--- config.mk ---
export PLATFORM = sky130hd
export DESIGN_NAME = vmpc_key_cmp
export DESIGN_NICKNAME = d
export VERILOG_FILES = /design/src/design/vmpc_pkg.sv /design/src/design/vmpc_key_cmp.sv
export SDC_FILE = /design/constraint.sdc
export NUM_CORES = 1
export LEC_CHECK = 0
export ABC_AREA = 1
export BUFFER_PORTS_ARGS = -buffer_cell sky130_fd_sc_hd__buf_4
export CAP_MARGIN = 30
export CORE_ASPECT_RATIO = 1.4
export CORE_MARGIN = 10
export CORE_UTILIZATION = 35
export DETAILED_ROUTE_END_ITERATION = 12
export PLACE_DENSITY = 0.9
export REMOVE_ABC_BUFFERS = 1
export SYNTH_ARGS = -nofsm -noshare
export SYNTH_HDL_FRONTEND = slang
export SYNTH_SLANG_ARGS = --single-unit
--- constraint.sdc ---
create_clock -name vclk -period 2.4
set_input_delay 0.48 -clock vclk [all_inputs]
set_output_delay 0.48 -clock vclk [all_outputs]
set_load 0.02 [all_outputs]
--- src/design/vmpc_pkg.sv ---
`timescale 1ns / 1ps
package vmpc_pkg;
  localparam logic [1:0] OP_CLEAR = 2'd0;
  localparam logic [1:0] OP_ADD = 2'd1;
  localparam logic [1:0] OP_CLASSIFY = 2'd2;
  localparam logic [2:0] K_FORWARD = 3'd0;
  localparam logic [2:0] K_DROP = 3'd1;
  localparam logic [2:0] K_ADD_DONE = 3'd2;
  localparam logic [2:0] K_FULL = 3'd3;
  localparam logic [2:0] K_CLEAR = 3'd4;
  localparam logic [11:0] UNTAGGED_VID = 12'hfff;
  localparam logic [47:0] DUMMY_MAC = 48'h010000000000;
  localparam logic [15:0] VLAN_ETYPE = 16'h8100;
  localparam int VID_W = 12;
  localparam int VLAN_IDS = 4096;
  localparam int NUM_PORTS = 16;

  typedef struct packed {
    logic [2:0] kind;
    logic [3:0] out_port;
    logic       is_copy;
    logic       last;
  } result_t;
endpackage

--- src/design/vmpc_key_cmp.sv ---
`timescale 1ns / 1ps
module vmpc_key_cmp
  import vmpc_pkg::*;
(
  input  logic              valid_bit,
  input  logic [47:0]       entry_mac,
  input  logic [VID_W-1:0]  entry_vid,
  input  logic [47:0]       key_mac,
  input  logic [VID_W-1:0]  key_vid,
  output logic              hit
);
  assign hit = valid_bit && (entry_mac == key_mac) && (entry_vid == key_vid);
endmodule

==> results.yml, run 1 <==
placed_design:
  dp_cells: 441
  place_area_um2: 2128
  place_hpwl_mm: 4.559
  gp_congestion: 0.7999
  io_buffers: 122
routing:
  drt_first_pass_iters: 3
  viasPerCell: 4.150
  wl_per_cell_um: 10.74
  drc_errors: 0
  ant_nets: 0
  wl_mm: 4.735
  vias: 1830
  drt_iter0_markers: 29
timing:
  fin_setup_tns_ns: 0
  hold_viol: 0
  fmax_mhz: 529.4
  setup_violations: 0
  fin_crit_ns: 1.889
  slew_viol_final: 0
  rsz0062_at_grt: "false"
  maxSlewHeadroom_pct: 89.06
  fin_crit_sh_pct: 78.71
  worstMarginPinSlew_ns: 0.1624
final_layout:
  nClkBuffers: 0
  seqCellArea_um2: 0
  syn_to_final_growth_pct: 82.90
  final_area_um2: 2128
  flops_and_latches: 0
  final_nets: 525
  antennaDiodeCount: 0
  fin_cells: 441
  drive_gt1_share_pct: 30.35
synthesis:
  synth_area_um2: 1164
  netlist.area_leader.share_pct: 39.68
  synthCells: 280
  synth_top_cell_by_area: "nand2_1"
  synthTopCellsByArea: "nand2_1 (40%), inv_1 (32%), xnor2_1 (11%)"
  ys_seq_area_share_pct: 0
  ys_types: 9
  yosys_warnings: 0
  syn_avg_cell_area_um2: 4.156
power_and_ir_drop:
  p_leak_uw: 0.001490
  p_int_uw: 188.8
  vdd_drop_max_v: 0.00008645
  power_frac_seq_pct: 0
  p_total_uw: 307.6
  p_per_area_nw_per_um2: 144.5
  power_switching_share_pct: 38.62
  clkPwrFrac_pct: 0
  p_comb_share_pct: 100.0
  switchingPower_uw: 118.8
critical_path:
  worstPathMaxFanout: 1
  cp.arrival_ns: 1.41
  worstSetupEndpointType: "output pin"
  startpoint_type: "input port"
  required_ns: 1.92
  worstSetupPathType: "in2out"
global_route:
  grt_pass1_vias: 1899
  grt_use_total_pct: 14.95
  grt_pass1_wl_mm: 7.410
  gr-total-overflow: 0
  grt_max_degree: 3
  antenna_found_initial: 0
floorplanning:
  die_h_um: 88.23
  ios: 122
  dieArea_um2: 6064
  start_util_pct: 36.90
  rows: 24
  core-area_um2: 3153
  chipWidth_um: 68.73
cts:
  cts-resized-gates: 0
  cts_hold_buffers: 0
  cts_setup_buffers: 0
status:
  outcome: "finished, final reports clean"
worst_hold_path:
  hp-class: "in2out"
run:
  drv_cap: 0
-- final timing paths --
| check | start | to | slack (ns) | cells past startpoint |
|---|---|---|---|---|
| worst max-delay path | key_mac[19] | hit | 0.51 | 9 |
| worst min-delay path | entry_mac[2] | hit | 1.49 | 9 |
-- power groups by stage --
stage | clock, uW | sequential, uW | combinational (uW)
4_1_cts | 0 | 0 | 311
2_1_floorplan | 0 | 0 | 123
3_5_place_dp | 0 | 0 | 310
5_1_grt | 0 | 0 | 352
6_report | 0 | 0 | 308
3_3_place_gp | 0 | 0 | 301
-- routing by layer --
layer | part of all wire [%] | global-route usage, %
met5 | 0 | 0
met4 | 0.91 | 1.259
met2 | 55 | 30.36
met1 | 33 | 13.92
met3 | 11 | 5.316
-- synth_stat cells --
master   number
inv_1        98
nand2_1     123
nand3_1       1
nand4_1       7
nor2_1       24
nor3_1        1
o21ai_0      10
xnor2_1      15
xor2_1        1
-- through the flow --
stage | setup slack [ns] | utilization, % | hold WS, ns
5_1_grt | 0.3262 | 67.50 | 1.543
4_1_cts | 0.4818 | 67.50 | 1.499
2_1_floorplan | 0.6848 | - | 1.267
3_5_place_dp | 0.4902 | 67.50 | 1.494
6_report | 0.5110 | 67.50 | 1.493
3_3_place_gp | 0.4833 | 67.50 | 1.485
-- logic make-up after synthesis --
logic type,share of synthesized area [%]
and+or+nand+nor,52.04
buffers and inverters,31.61
xor gates and xnor gates,12.04
AOI/OAI and AO/OA,4.301
-- critical path, stage by stage --
cell,delay [ns]
buf_4,0.11
xnor2_1,0.16
nand2_1,0.07
nor2_1,0.09
nand2_1,0.06
nor2_1,0.12
nand2_1,0.07
nor2_1,0.10
buf_4,0.15
-- final cells by class --
type               instances  area [um^2]
repair buffers           122        915.9
well taps                 39        48.80
multi-input cells        182        795.8
inverters                 98        367.9
fillers                  321         1025
-- cell usage in the layout (no fill, tap or decap) --
master   instances
nand2_1        123
buf_4          122
inv_1           98
nor2_1          24
xnor2_1         15
o21ai_0         10
nand4_1          7
xor2_1           1
nor3_1           1
nand3_1          1
Note: power is estimated with default switching activity, not from simulation.
==> run 2, diff against run 1 <==
--- a/config.mk
+++ b/config.mk
@@ -5,12 +5,12 @@
 export SDC_FILE = /design/constraint.sdc
 export NUM_CORES = 1
 export LEC_CHECK = 0
-export ABC_AREA = 1
+export ABC_AREA = 0
 export BUFFER_PORTS_ARGS = -buffer_cell sky130_fd_sc_hd__buf_4
 export CAP_MARGIN = 30
 export CORE_ASPECT_RATIO = 1.4
 export CORE_MARGIN = 10
-export CORE_UTILIZATION = 35
+export CORE_UTILIZATION = 26
 export DETAILED_ROUTE_END_ITERATION = 12
 export PLACE_DENSITY = 0.9
 export REMOVE_ABC_BUFFERS = 1
==> constraint.sdc (replaced) <==
create_clock -name vclk -period 1.7
set_input_delay 0.34 -clock vclk [all_inputs]
set_output_delay 0.34 -clock vclk [all_outputs]
set_load 0.02 [all_outputs]
==> run 2 against run 1 <==
  * Core utilization grew 1.4 points
  * Sequential share of layout area is the same
  * Total power grew 36%
  * Highest routed layer unchanged
  * Routed wire length shrank 7.9%
  * Cell count shrank 41%
  * Critical path type unchanged
  * Hold slack lost 0.37 ns
  * Via count shrank 34%
  * Clock-buffer cell count is the same
  * The run now ends with setup timing left
  * Global-route usage grew 0.16 points
==> results.yml, run 2 <==
status:
  outcome: "finished with violations"
  violations: "setup timing"
floorplanning:
  rows: 22
  start_util_pct: 27.51
  die_h_um: 82.57
  ios: 122
  dieArea_um2: 5341
  chipWidth_um: 64.69
  core-area_um2: 2643
placed_design:
  gp_congestion: 0.8360
  io_buffers: 122
  dp_cells: 262
  place_area_um2: 1733
  pre_cts_ws_ns: -0.2044
critical_path:
  worstPathMaxFanout: 2
  max_stage_delay_ns: 0.24
  required_ns: 1.36
  worstSetupPathType: "in2out"
  worstSetupEndpointType: "output pin"
  crit_family: "compound AO/OA/AOI/OAI gates"
  cp.arrival_ns: 1.49
  crit_top_cell: "buf_4"
  startpoint_type: "input port"
  crit_buf_inv: 2
  path_cells: "buf_4, a22o_1, a221oi_1, nand4_1, nor4_2, buf_4"
  cp_slowest_cell: "nor4_2"
global_route:
  gr-total-overflow: 0
  grt_use_total_pct: 15.11
  grt_pass1_vias: 1422
  antenna_found_initial: 0
  use_met1_pct: 12.23
  grt_max_degree: 3
  use_met2_pct: 31.42
  busiest_layer: "met2"
  grt_pass1_wl_mm: 6.382
  grt_use_met3_pct: 5.795
synthesis:
  synth_area_um2: 726.9
  synthCells: 98
  synthTopCellsByArea: "xnor2_1 (29%), xor2_1 (24%), inv_1 (8.3%)"
  ys_seq_area_share_pct: 0
  yosys_warnings: 0
  ys_types: 17
  synth_common_cells: "xnor2_1 (24), xor2_1 (20), inv_1 (16), nand4_1 (9)"
  netlist.area_leader.share_pct: 28.92
  yosysMostFrequentCell: "xnor2_1"
  syn_avg_cell_area_um2: 7.418
  synth_top_cell_by_area: "xnor2_1"
final_layout:
  nClkBuffers: 0
  antennaDiodeCount: 0
  final_nets: 349
  mostFrequentLayoutCells: "buf_4 (122), xor2_1 (20), xnor2_1 (18)"
  multi_input_area_um2: 729.5
  seqCellArea_um2: 0
  syn_to_final_growth_pct: 150.6
  final_common_cell: "buf_4"
  drive_gt1_share_pct: 61.50
  flops_and_latches: 0
  final.fill_count: 254
  final_area_um2: 1822
  fin_cells: 262
power_and_ir_drop:
  p_leak_uw: 0.0009271
  vdd_drop_max_v: 0.0001546
  p_total_uw: 417.5
  p_per_area_nw_per_um2: 229.2
worst_hold_path:
  hp-class: "in2out"
  hold_start: "key_vid[4]"
  holdPathStages: 5
  min_to: "hit"
routing:
  drt_first_pass_iters: 3
  wl_mm: 4.362
  drt_iter0_markers: 12
  drc_errors: 0
  ant_nets: 0
  wl_per_cell_um: 16.65
  viasPerCell: 4.615
  vias: 1209
timing:
  fmax_mhz: 545.2
  worstMarginPinSlew_ns: 0.2576
  rsz0062_at_grt: "true"
  fin_crit_ns: 1.834
  setup_violations: 1
  whs_ns: 1.121
  maxSlewHeadroom_pct: 82.67
  fin_crit_sh_pct: 107.9
  fin_ws_ns: -0.1343
  hold_viol: 0
  slew_viol_final: 0
cts:
  cts_setup_buffers: 0
  cts_hold_buffers: 0
run:
  drv_cap: 0
-- run 2: changes by cell type after synthesis, moves of 9 or more --
cell | before | now
nand2_1 | 123 | 0
inv_1 | 98 | 16
nor2_1 | 24 | 1
xor2_1 | 1 | 20
o21ai_0 | 10 | 1
xnor2_1 | 15 | 24
-- run 2: cell families after synthesis --
family,count (synthesis),synth area share [%]
AO/OA/AOI/OAI,16,16.87
XOR/XNOR,44,53.01
AND/OR/NAND/NOR,22,21.86
buffers and inverters,16,8.262
-- run 2: cell type report --
class                      count  share of cell area [%]
inverter                      16                   3.297
multi-input combinational     82                   40.04
tap                           36                   2.473
timing repair buffer         128                   54.19
-- run 2: worst max path at each step --
stage	startpoint	endpoint	slack [ns]	cells past startpoint
after global routing	key_vid[8]	hit	-0.25	7
after CTS	entry_mac[27]	hit	-0.16	6
after global placement	key_mac[46]	hit	-0.19	7
after detailed placement	key_mac[24]	hit	-0.20	7
final	entry_mac[27]	hit	-0.13	6
after floorplan	key_mac[1]	hit	-0.01	4
-- run 2: through the flow --
step	setup TNS, ns	util [%]
after global routing	-0.2480	68.94
after floorplan	-0.01307	-
after global placement	-0.1859	65.58
final	-0.1343	68.94
after detailed placement	-0.2044	65.58
after CTS	-0.1572	67.38
-- run 2: repair_timing --
item / 4_1_cts / 5_1_grt
pin swaps: 2 / 1
resized for setup: 8 / 7
setup endpoints to repair: 1 / 1
-- run 2: metal layers --
metal  vias to the layer above  part of all wire, %  wire [um]
li1                        606                    -          -
met1                       519                   28       1239
met2                        70                   58       2551
met3                        14                  9.0        393
met4                         0                  4.1        178
met5                         -                    0          0
-- run 2: report_power, final --
part / internal [uW] / switching [uW]
registers: 0 / 0
clock network: 0 / 0
logic: 283 / 134
